`src/hdl/drbt_pkg.sv`:
```
// types, codes and constants shared by the rank/bank timing update block
package drbt_pkg;

	localparam int CYC_W      = 48;
	localparam int REG_W      = 6;
	localparam int OFF_W      = 8;
	localparam int CFG_ADDR_W = 3;
	localparam int FUNC_W     = 3;
	localparam int GRP_W      = 2;
	localparam int BIDX_W     = 4;

	// command codes
	localparam logic [FUNC_W-1:0] FUNC_ACT  = 3'd0;
	localparam logic [FUNC_W-1:0] FUNC_RD   = 3'd1;
	localparam logic [FUNC_W-1:0] FUNC_RDA  = 3'd2;
	localparam logic [FUNC_W-1:0] FUNC_WR   = 3'd3;
	localparam logic [FUNC_W-1:0] FUNC_WRA  = 3'd4;

	// register indexes
	localparam logic [CFG_ADDR_W-1:0] REG_RRD_S  = 3'd0;
	localparam logic [CFG_ADDR_W-1:0] REG_CCD_S  = 3'd1;
	localparam logic [CFG_ADDR_W-1:0] REG_BL     = 3'd2;
	localparam logic [CFG_ADDR_W-1:0] REG_CL     = 3'd3;
	localparam logic [CFG_ADDR_W-1:0] REG_RTW    = 3'd4;
	localparam logic [CFG_ADDR_W-1:0] REG_CWL    = 3'd5;
	localparam logic [CFG_ADDR_W-1:0] REG_WTR_S  = 3'd6;

	// register reset values
	localparam logic [REG_W-1:0] RST_RRD_S = 6'd4;
	localparam logic [REG_W-1:0] RST_CCD_S = 6'd4;
	localparam logic [REG_W-1:0] RST_BL    = 6'd4;
	localparam logic [REG_W-1:0] RST_CL    = 6'd16;
	localparam logic [REG_W-1:0] RST_RTW   = 6'd8;
	localparam logic [REG_W-1:0] RST_CWL   = 6'd12;
	localparam logic [REG_W-1:0] RST_WTR_S = 6'd3;

	typedef struct packed {
		logic [FUNC_W-1:0] func;
		logic [GRP_W-1:0]  issuing_group;
		logic [CYC_W-1:0]  issue_cycle;
	} in_t;

	typedef struct packed {
		logic [BIDX_W-1:0] bank_index;
		logic [CYC_W-1:0]  next_act;
		logic [CYC_W-1:0]  next_read;
		logic [CYC_W-1:0]  next_read_auto;
		logic [CYC_W-1:0]  next_write;
		logic [CYC_W-1:0]  next_write_auto;
		logic              last_bank;
	} out_t;

	// cross-group offsets derived from the timing registers
	typedef struct packed {
		logic [OFF_W-1:0] act_act;
		logic [OFF_W-1:0] col_col;
		logic [OFF_W-1:0] rd_wr;
		logic [OFF_W-1:0] wr_rd;
	} tim_t;

	// per-bank entry: the read and write pairs always move together
	typedef struct packed {
		logic [CYC_W-1:0] act;
		logic [CYC_W-1:0] rd;
		logic [CYC_W-1:0] wr;
	} entry_t;

	typedef enum logic [2:0] {
		ST_IDLE,
		ST_OFFS,
		ST_ADD_A,
		ST_ADD_B,
		ST_SWEEP
	} state_t;

endpackage

```
`src/hdl/drbt_regs.sv`:
```
// timing register file and derived cross-group offsets
module drbt_regs (
	input  logic                             clk,
	input  logic                             arst_n,
	input  logic                             cfg_we,
	input  logic [drbt_pkg::CFG_ADDR_W-1:0]  cfg_addr,
	input  logic [drbt_pkg::REG_W-1:0]       cfg_data,
	output drbt_pkg::tim_t                   tim
);
	import drbt_pkg::*;

	logic [REG_W-1:0] rrd_q, ccd_q, bl_q, cl_q, rtw_q, cwl_q, wtr_q;
	logic [OFF_W-1:0] rw_pos;

	always_ff @(posedge clk or negedge arst_n) begin
		if (!arst_n) begin
			rrd_q <= RST_RRD_S;
			ccd_q <= RST_CCD_S;
			bl_q  <= RST_BL;
			cl_q  <= RST_CL;
			rtw_q <= RST_RTW;
			cwl_q <= RST_CWL;
			wtr_q <= RST_WTR_S;
		end else if (cfg_we) begin
			unique case (cfg_addr)
				REG_RRD_S: rrd_q <= cfg_data;
				REG_CCD_S: ccd_q <= cfg_data;
				REG_BL:    bl_q  <= cfg_data;
				REG_CL:    cl_q  <= cfg_data;
				REG_RTW:   rtw_q <= cfg_data;
				REG_CWL:   cwl_q <= cfg_data;
				REG_WTR_S: wtr_q <= cfg_data;
				default: ;
			endcase
		end
	end

	always_comb begin
		rw_pos       = OFF_W'(cl_q) + OFF_W'(bl_q) + OFF_W'(rtw_q);
		tim.act_act  = OFF_W'(rrd_q);
		tim.col_col  = (ccd_q > bl_q) ? OFF_W'(ccd_q) : OFF_W'(bl_q);
		// read to write turnaround clamps at zero
		tim.rd_wr    = (rw_pos > OFF_W'(cwl_q)) ? rw_pos - OFF_W'(cwl_q) : '0;
		tim.wr_rd    = OFF_W'(cwl_q) + OFF_W'(bl_q) + OFF_W'(wtr_q);
	end

endmodule

```
`src/hdl/dram_rank_bank_timing_update_core.sv`:
```
// rank timing tracker: raises per-bank earliest-issue cycles of the other bank groups
//
//  channel | direction | handshake               | beat
//  cmd     | in        | cmd_valid / cmd_ready   | in_t: func, issuing_group, issue_cycle
//  row     | out       | row_valid / row_ready   | out_t: one bank's entries, last_bank on final
//  cfg     | in        | cfg_we                  | cfg_addr selects register, cfg_data value
//
// an item runs through setup (offset select, then two passes through the shared 48-bit
// saturating adder), then visits each bank of the other groups through the entry
// memory read / max / write-back loop, one bank per cycle while the output is not stalled;
// the next item is accepted only once the sweep has returned to idle.
// an issuing group with no other groups to visit, or out of range, returns to idle
// right after the offset select cycle.
// reset clears per-bank valid bits, so entries read as zero without a clearing pass.
// a stalled output register holds the sweep; cmd_ready is high only between items.
module dram_rank_bank_timing_update_core #(
	parameter int GROUP_COUNT     = 4,
	parameter int BANKS_PER_GROUP = 4
) (
	input  logic                             clk,
	input  logic                             arst_n,
	input  logic                             cmd_valid,
	output logic                             cmd_ready,
	input  drbt_pkg::in_t                    cmd_data,
	output logic                             row_valid,
	input  logic                             row_ready,
	output drbt_pkg::out_t                   row_data,
	input  logic                             cfg_we,
	input  logic [drbt_pkg::CFG_ADDR_W-1:0]  cfg_addr,
	input  logic [drbt_pkg::REG_W-1:0]       cfg_data
);
	import drbt_pkg::*;

	localparam int NB   = GROUP_COUNT * BANKS_PER_GROUP;
	localparam int BK_W = (NB > 1) ? $clog2(NB) : 1;
	localparam int K_W  = (BANKS_PER_GROUP > 1) ? $clog2(BANKS_PER_GROUP) : 1;
	localparam int GC_W = $clog2(GROUP_COUNT + 3);

	tim_t              tim;
	state_t            state_q, state_nx;

	logic [FUNC_W-1:0] func_q;
	logic [GRP_W-1:0]  grp_q;
	logic [CYC_W-1:0]  t_q;
	logic [OFF_W-1:0]  off_a_q, off_b_q;
	logic [CYC_W-1:0]  floor_a_q, floor_b_q;
	logic [GC_W-1:0]   g_q, g_nx, g_first;
	logic [K_W-1:0]    k_q, k_nx;
	logic [BK_W-1:0]   bank_cur, bank_nx, rd_addr;

	entry_t            mem_q [NB];
	logic [NB-1:0]     vld_q;
	entry_t            rd_data_q;
	logic              rd_hit_q;

	logic              cmd_ok, last_cur, out_free;
	logic              rd_en, out_load, add_sel_b;
	logic              is_act, is_col, raise_a, raise_b;
	logic [CYC_W-1:0]  cmp_a_lhs;
	logic [CYC_W:0]    sum;
	logic [CYC_W-1:0]  sat_sum;
	entry_t            cur, upd;

	out_t              out_q;
	logic              out_valid_q;

	drbt_regs u_regs (
		.clk      (clk),
		.arst_n   (arst_n),
		.cfg_we   (cfg_we),
		.cfg_addr (cfg_addr),
		.cfg_data (cfg_data),
		.tim      (tim)
	);

	// bank walk over the groups other than the issuing one
	always_comb begin
		g_first = (grp_q == '0) ? GC_W'(1) : '0;
		cmd_ok  = (GC_W'(grp_q) < GC_W'(GROUP_COUNT)) && (g_first < GC_W'(GROUP_COUNT));
		if (k_q == K_W'(BANKS_PER_GROUP - 1)) begin
			k_nx = '0;
			g_nx = g_q + GC_W'(1);
			if (g_nx == GC_W'(grp_q)) begin
				g_nx = g_nx + GC_W'(1);
			end
		end else begin
			k_nx = k_q + K_W'(1);
			g_nx = g_q;
		end
		last_cur = (g_nx >= GC_W'(GROUP_COUNT));
		bank_cur = BK_W'(32'(g_q) * BANKS_PER_GROUP + 32'(k_q));
		bank_nx  = BK_W'(32'(g_nx) * BANKS_PER_GROUP + 32'(k_nx));
	end

	assign out_free = !out_valid_q || row_ready;

	// next state
	always_comb begin
		state_nx = state_q;
		unique case (state_q)
			ST_IDLE:  if (cmd_valid) state_nx = ST_OFFS;
			ST_OFFS:  state_nx = cmd_ok ? ST_ADD_A : ST_IDLE;
			ST_ADD_A: state_nx = ST_ADD_B;
			ST_ADD_B: state_nx = ST_SWEEP;
			ST_SWEEP: if (out_free && last_cur) state_nx = ST_IDLE;
			default:  state_nx = ST_IDLE;
		endcase
	end

	// sequencer outputs
	always_comb begin
		cmd_ready = 1'b0;
		add_sel_b = 1'b0;
		rd_en     = 1'b0;
		rd_addr   = bank_nx;
		out_load  = 1'b0;
		unique case (state_q)
			ST_IDLE:  cmd_ready = 1'b1;
			ST_OFFS:  ;
			ST_ADD_A: ;
			ST_ADD_B: begin
				add_sel_b = 1'b1;
				rd_en     = 1'b1;
				rd_addr   = bank_cur;
			end
			ST_SWEEP: begin
				out_load = out_free;
				rd_en    = out_free && !last_cur;
			end
			default: ;
		endcase
	end

	always_ff @(posedge clk or negedge arst_n) begin
		if (!arst_n) begin
			state_q <= ST_IDLE;
		end else begin
			state_q <= state_nx;
		end
	end

	// command capture and offset selection
	always_ff @(posedge clk) begin
		if (cmd_valid && cmd_ready) begin
			func_q <= cmd_data.func;
			grp_q  <= cmd_data.issuing_group;
			t_q    <= cmd_data.issue_cycle;
		end
		if (state_q == ST_OFFS) begin
			g_q <= g_first;
			k_q <= '0;
			case (func_q)
				FUNC_RD, FUNC_RDA: begin
					off_a_q <= tim.col_col;
					off_b_q <= tim.rd_wr;
				end
				FUNC_WR, FUNC_WRA: begin
					off_a_q <= tim.wr_rd;
					off_b_q <= tim.col_col;
				end
				default: begin
					off_a_q <= tim.act_act;
					off_b_q <= tim.act_act;
				end
			endcase
		end else if (out_load && !last_cur) begin
			g_q <= g_nx;
			k_q <= k_nx;
		end
	end

	// shared saturating adder: issue cycle plus offset
	always_comb begin
		sum     = {1'b0, t_q} + (CYC_W + 1)'(add_sel_b ? off_b_q : off_a_q);
		sat_sum = sum[CYC_W] ? '1 : sum[CYC_W-1:0];
	end

	always_ff @(posedge clk) begin
		if (state_q == ST_ADD_A) floor_a_q <= sat_sum;
		if (state_q == ST_ADD_B) floor_b_q <= sat_sum;
	end

	// entry memory with registered read
	always_ff @(posedge clk) begin
		if (out_load) begin
			mem_q[bank_cur] <= upd;
		end
		if (rd_en) begin
			rd_data_q <= mem_q[rd_addr];
		end
	end

	always_ff @(posedge clk or negedge arst_n) begin
		if (!arst_n) begin
			vld_q    <= '0;
			rd_hit_q <= 1'b0;
		end else begin
			if (out_load) vld_q[bank_cur] <= 1'b1;
			if (rd_en)    rd_hit_q        <= vld_q[rd_addr];
		end
	end

	// max against the floors, one bank per cycle unless the output register stalls
	always_comb begin
		cur       = rd_hit_q ? rd_data_q : '0;
		is_act    = (func_q == FUNC_ACT);
		is_col    = (func_q == FUNC_RD) || (func_q == FUNC_RDA) ||
		            (func_q == FUNC_WR) || (func_q == FUNC_WRA);
		cmp_a_lhs = is_act ? cur.act : cur.rd;
		raise_a   = floor_a_q > cmp_a_lhs;
		raise_b   = floor_b_q > cur.wr;
		upd.act   = (is_act && raise_a) ? floor_a_q : cur.act;
		upd.rd    = (is_col && raise_a) ? floor_a_q : cur.rd;
		upd.wr    = (is_col && raise_b) ? floor_b_q : cur.wr;
	end

	// output register
	always_ff @(posedge clk or negedge arst_n) begin
		if (!arst_n) begin
			out_valid_q <= 1'b0;
		end else if (out_load) begin
			out_valid_q <= 1'b1;
		end else if (row_ready) begin
			out_valid_q <= 1'b0;
		end
	end

	always_ff @(posedge clk) begin
		if (out_load) begin
			out_q.bank_index      <= BIDX_W'(bank_cur);
			out_q.next_act        <= upd.act;
			out_q.next_read       <= upd.rd;
			out_q.next_read_auto  <= upd.rd;
			out_q.next_write      <= upd.wr;
			out_q.next_write_auto <= upd.wr;
			out_q.last_bank       <= last_cur;
		end
	end

	assign row_valid = out_valid_q;
	assign row_data  = out_q;

	// the sweep never visits the issuing group
	a_skip_issuer: assert property (@(posedge clk) disable iff (!arst_n)
		out_load |-> (g_q != GC_W'(grp_q)))
		else $error("sweep touched the issuing bank group");

	// the final beat of a command ends the sweep
	a_last_idle: assert property (@(posedge clk) disable iff (!arst_n)
		(out_load && last_cur) |=> (state_q == ST_IDLE))
		else $error("sweep did not end after the last bank");

	// entries only ever move forward
	a_monotone: assert property (@(posedge clk) disable iff (!arst_n)
		out_load |-> (upd.act >= cur.act && upd.rd >= cur.rd && upd.wr >= cur.wr))
		else $error("entry moved backward");

	// an accepted command always starts with offset selection
	a_start: assert property (@(posedge clk) disable iff (!arst_n)
		(cmd_valid && cmd_ready) |=> (state_q == ST_OFFS))
		else $error("accepted command did not start the sequence");

endmodule

```
`config.mk`:
```
export PLATFORM = sky130hd
export DESIGN_NAME = dram_rank_bank_timing_update_core
export DESIGN_NICKNAME = d
export VERILOG_FILES = /design/src/hdl/drbt_pkg.sv /design/src/hdl/drbt_regs.sv /design/src/hdl/dram_rank_bank_timing_update_core.sv
export SDC_FILE = /design/constraint.sdc
export NUM_CORES = 2
export LEC_CHECK = 0
export BUFFER_PORTS_ARGS = -buffer_cell sky130_fd_sc_hd__clkbuf_2
export CAP_MARGIN = 20
export CORE_ASPECT_RATIO = 0.9
export CORE_UTILIZATION = 40
export DETAILED_ROUTE_END_ITERATION = 10
export PLACE_DENSITY_LB_ADDON = 0.1
export SYNTH_ARGS = -nofsm -noshare
export SYNTH_HDL_FRONTEND = slang
export SYNTH_SLANG_ARGS = --single-unit
```
`constraint.sdc`:
```
create_clock -name clk -period 16.76 [get_ports clk]
set_clock_uncertainty 0.05 [all_clocks]
set_input_delay 2.514 -clock clk [delete_from_list [all_inputs] [get_ports clk]]
set_output_delay 2.514 -clock clk [all_outputs]
set_load 0.01 [all_outputs]
```
Word level (Yosys, flattened, before mapping)

Memory sizes are Yosys's and may differ from the RTL's. A register that Yosys moved wholly into a read port is not among the register bits.
Cells that the tools add are included.
Widths: inputs -> output; s select.

Add/subtract/negate cells: 11
Order comparisons: 9
Eq/ne operators: 18
Muxes and demuxes: 34
Bitwise gates (word level): 1
Reductions and logical operators: 30

Operators by type and width:

| kind                | count |
|---|---|
| $mux 48             | 5 |
| $mux 144            | 1 |
| $gt 48x48->1        | 2 |
| $add 48x8->49       | 1 |
| $pmux 8 s2          | 2 |
| $eq 3x2->1 const B  | 6 |
| $mux 3              | 6 |
| $add 8x6->8         | 2 |
| $mux 8              | 2 |
| $or 16x16->16       | 1 |
| $reduce_and 2->1    | 8 |
| $eq 3x3->1 const B  | 5 |
| $pmux 3 s5          | 1 |
| $add 6x6->7         | 2 |
| $lt 4x5->1 const B  | 2 |
| $mux 1              | 10 |
| $eq 3x1->1 const B  | 3 |
| $logic_not 3->1     | 3 |
| $add 4x2->4         | 2 |
| $gt 8x6->1          | 1 |
| $logic_and 1x1->1   | 8 |
| $sub 8x6->8         | 1 |
| $add 3x1->3 const B | 2 |
| $gt 6x6->1          | 1 |
| other kinds (18)    | 26 |

Register bits after elaboration: 382
Memory bits (writable): 2304
Bits of input ports: 67
Output and inout port bits: 247
Word-level logic and storage cells: 129
Memories: 1

Memories:

| memory | words | bits a word | read ports | clocked after Yosys merged registers in | wr ports | line                                    | text |
|---|---|---|---|---|---|---|---|
| mem_q  | 16    | 144         | 1          | 1                                       | 1        | dram_rank_bank_timing_update_core.sv:51 | `entry_t mem_q [NB];` |

Logic depth before layout (Yosys ltp)

Depth in word-level cells: 9
Depth in mapped cells: 17
Gate-level depth less buffers: 16

Modules after synthesis

Synthesis repeated with hierarchy kept, for this count alone.

Cell total of the unflattened synthesis: 8890
Area, all modules: 116367.9 um^2

Modules (own cells, without submodules):

| module                            | instances | cells an instance | area an instance (um^2) | seq. area each (um^2) |
|---|---|---|---|---|
| dram_rank_bank_timing_update_core | 1         | 8641              | 113450.1                | 83595.2 |
| drbt_regs                         | 1         | 249               | 2917.8                  | 1062.3 |

Worst setup path after synthesis

Ideal clock, no wire load.

Path kind: input to register
Start point: in row_ready
End point: mem mem_q[15][0] (netlist bit), enable pin
Library setup time: 0.522 ns
Arrival: 10.641 ns
Data required time: 16.188 ns
Setup slack: 5.547 ns
Stages: 4
Buffers on the path: 1
Path through: nor2b_1 nor2_1 clkbuf_1 and3_1

Longest elaborated chain between the ends: 4

RTL lines:

| element                      | line                                     | text |
|---|---|---|
| start: declaration           | dram_rank_bank_timing_update_core.sv:26  | `input logic row_ready,` |
| $logic_or 1x1->1             | dram_rank_bank_timing_update_core.sv:95  | `assign out_free = !out_valid_q \|\| row_ready;` |
| $mux 1                       | dram_rank_bank_timing_update_core.sv:117 | `unique case (state_q)` |
| via out_load                 | dram_rank_bank_timing_update_core.sv:57  | `logic rd_en, out_load, add_sel_b;` |
| $mux 1                       | dram_rank_bank_timing_update_core.sv:185 | `if (out_load) begin` |
| $mux 1 (not written as such) | dram_rank_bank_timing_update_core.sv:186 | `mem_q[bank_cur] <= upd;` |
| end: declaration             | dram_rank_bank_timing_update_core.sv:51  |  |

The timed path passes the listed nets, and every way through them passes these cells.

==> impl_metrics.ini <==
[grt]
overflow = 0
grt.total_usage = 0.249
antenna_found_initial = 19
first_global_vias = 71711
grt_pass1_wl_um = 529000
grt_max_degree = 168

[timing]
timing.final.max_slew_violations = 0
hold_violations = 0
fin_crit_sh = 0.402
worst_slew_pin_slew_ps = 1250
clock.fmax_mhz = 148
grt_setup_unrepaired = false
setup_viol = 0
period_minus_slack_ps = 6740
relSlewSlack = 0.170
tns_ps = 0

[setup_path]
cp_data_arrival_time_ps = 7290
slowest_stage = buf_4
r2r_slack_ps = 10020
worstSetupStartpointType = register
worst-setup-path-type = register to register
critPathRequiredTime_ps = 17310
cpMostUsedCell = buf_4
worst-path-max-fanout = 53
critPathMaxStageDelay_ps = 860
rr_worst_depth = 15
r2r-start = func_q[1]$_DFFE_PP_
end_kind = register
regToRegEndpoint = mem_q[6][88]$_DFFE_PP_
worstPathCellList = nor3_2 > buf_4 > buf_4 > mux2_2 > nand2_1 > ha_1 > a21o_1 > a21o_1 > a221oi_1 > o21ai_0 > a221oi_1 > a21o_4 > buf_4 > o22ai_1 > buf_4

[routing]
finalWirelength_um = 371000
first_iter_violations = 7652
drc_errors = 0
drtAntennaViolNets = 0
viasPerCell = 5.62
dr_total_vias = 74837
wl_per_cell_um = 27.9
drt-pass1-iter-count = 6

[synth]
synth.avg_cell_area_um2 = 13.0
yosys-top-cells-area = edfxtp_1, nand2_1, nand3_1
syn_area_mm2 = 0.116
async_flop_share = 0.0223
synth-xor-area-share = 0.00384
synth-main-ff-cell = edfxtp_1
synthCells = 8967
synth_simple_gate_area_frac = 0.159
synth_fa_ha_area_frac = 0.0171
yosysWarnings = 0
synth_seq_cells = 2830
yosys.area.top_type_share = 0.715
ys_seq_area_frac = 0.729
synth_mux_area_frac = 0.0147
syn_nets = 9189
synthTopCellsByCount = edfxtp_1, nand2_1, nand3_1
synth-compound-area-share = 0.0481
synth_top_family_by_area = simple AND/OR/NAND/NOR gates
synth_edf_count = 2765
synth_cell_types = 71
yosysMostFrequentCell = edfxtp_1
yosys.area.top_type = edfxtp_1

[power]
p_total_mw = 25.4
swShare = 0.372
p_seq_frac = 0.403
pwr-share-comb = 0.330
p_clk_frac = 0.266
p_switching_mw = 9.43
power_density_mw_per_mm2 = 192
leakagePower_nw = 46.7
p_int_mw = 15.9
ir_drop_mv = 0.191

[placement]
hpwl_um = 209000
place.gp.congestion = 0.908
io_buffers = 313

[floorplan]
rows = 187
die_area_mm2 = 0.293
die_h_um = 513
io_pins = 314
coreArea_mm2 = 0.289
die_w_um = 570
start_util = 0.402

[final_layout]
syn_to_final_growth_pct = 13.8
nets = 9425
drive_gt1_frac = 0.128
num-fill-cells = 25954

[worst_hold_path]
min_from = vld_q[5]$_DFFE_PN0P_
hold_depth = 1
min_to = vld_q[5]$_DFFE_PN0P_
hp-class = register to register

[run]
maxCapViolCount = 0

[clocking]
cts_resized = 0
cts_made_buffers = 312
cts_tree = built
cts_num_sinks = 2830
clock_latency_ps = 880
cts_hold_buf = 0
cts_setup_buffers = 0
path_clk_slew_ps = 60
htreeDepth = 5
cts_buffer_depth = 4
cts_root_buf = clkbuf_16

[run_status]
status = complete, no violations
[routing by layer]
layer / vias up / track usage / share of wire
met2: 2696 / 0.397 / 0.47
met1: 38366 / 0.357 / 0.44
li1: 33307 / - / -
met4: 2 / 0.0719 / 0.030
met3: 466 / 0.0324 / 0.062
met5: - / 0 / 0.000035
[layout by cell type, fill, tap and decap left out, types with 53 or more instances in the layout]
| cell | Yosys | routed |
|---|---|---|
| nand3_1 | 878 | 878 |
| a21oi_1 | 85 | 84 |
| clkbuf_16 | 0 | 318 |
| nand2_1 | 2688 | 2686 |
| edfxtp_1 | 2765 | 2765 |
| clkinv_1 | 0 | 54 |
| o22ai_1 | 95 | 72 |
| a31oi_1 | 156 | 155 |
| clkbuf_1 | 471 | 70 |
| a311oi_1 | 290 | 290 |
| buf_4 | 98 | 243 |
| nor3_1 | 162 | 161 |
| mux2i_1 | 58 | 54 |
| ha_1 | 149 | 149 |
| dfrtp_1 | 54 | 53 |
| mux2_2 | 90 | 89 |
| and3_1 | 318 | 302 |
| inv_1 | 103 | 102 |
| clkbuf_2 | 0 | 313 |
[critical path: cells and delay by family, from the launching register on]
| family | cells | cell delay, ps |
|---|---|---|
| AO/OA/AOI/OAI | 7 | 2600 |
| flip-flops | 1 | 460 |
| AND/OR/NAND/NOR | 2 | 270 |
| adder cells (fa/ha/maj) | 1 | 240 |
| buffers and inverters | 4 | 2320 |
| multiplexers | 1 | 410 |
[registers in the layout, summed over array words and instances (netlist names), 8 cells and up]
register and count:
row_data 149, floor_a_q 48, floor_b_q 48, mem_q 2304, vld_q 16, t_q 48, off_b_q 8, rd_data_q 144
off_a_q 8
[worst max path at each step]
stage,cells after the start,to,from,slack (ps)
after floorplan,4,mem_q[15][0]$_DFFE_PP_,row_ready,5550
after global placement,9,mem_q[12][58]$_DFFE_PP_,row_ready,9220
after detailed placement,9,mem_q[12][58]$_DFFE_PP_,row_ready,9210
after CTS,14,mem_q[10][101]$_DFFE_PP_,func_q[1]$_DFFE_PP_,10050
after global routing,15,mem_q[6][88]$_DFFE_PP_,func_q[1]$_DFFE_PP_,9790
final,15,mem_q[6][88]$_DFFE_PP_,func_q[1]$_DFFE_PP_,10020
[power by group through the flow]
stage	clock, mW	combinational (mW)	sequential, mW
6_report	6.75	8.39	10.2
5_1_grt	7.14	9.14	10.3
4_1_cts	6.88	8.37	10.2
3_5_place_dp	0	8.33	10.4
3_3_place_gp	0	8.25	10.4
2_1_floorplan	0	5.05	10.0
[per-stage QoR]
stage / setup slack (ps) / cell area, um^2 / cells / hold slack, ps / utilization
2_1_floorplan: 5550 / 116000 / 8967 / 389 / -
3_3_place_gp: 9220 / 122000 / 12714 / 402 / 0.422
3_5_place_dp: 9210 / 122000 / 12726 / 406 / 0.423
4_1_cts: 10050 / 132000 / 13264 / 421 / 0.457
5_1_grt: 9790 / 132000 / 13302 / 430 / 0.458
6_report: 10020 / 132000 / 13307 / 422 / 0.458
[final cells by class]
cell class | count | area [um^2] | area share
Antenna cell | 6 | 15.0 | 0.000114
Clock inverter | 149 | 1630 | 0.0123
Timing Repair Buffer | 579 | 3810 | 0.0289
Clock buffer | 389 | 8230 | 0.0623
Multi-Input combinational cell | 5377 | 28600 | 0.216
Inverter | 103 | 387 | 0.00292
Sequential cell | 2830 | 84700 | 0.640
Tap cell | 3874 | 4850 | 0.0367
[kinds of logic (layout without fill, tap and decap cells)]
kind of cell | count (synthesis) | in the layout
compound gates | 772 | 772
xor+xnor | 51 | 51
fa+ha+maj | 155 | 155
buf+inv | 760 | 1220
flops | 2830 | 2830
mux | 153 | 153
other cells | 0 | 6
simple gates | 4246 | 4246
Note: power is estimated with default switching activity, not from simulation.
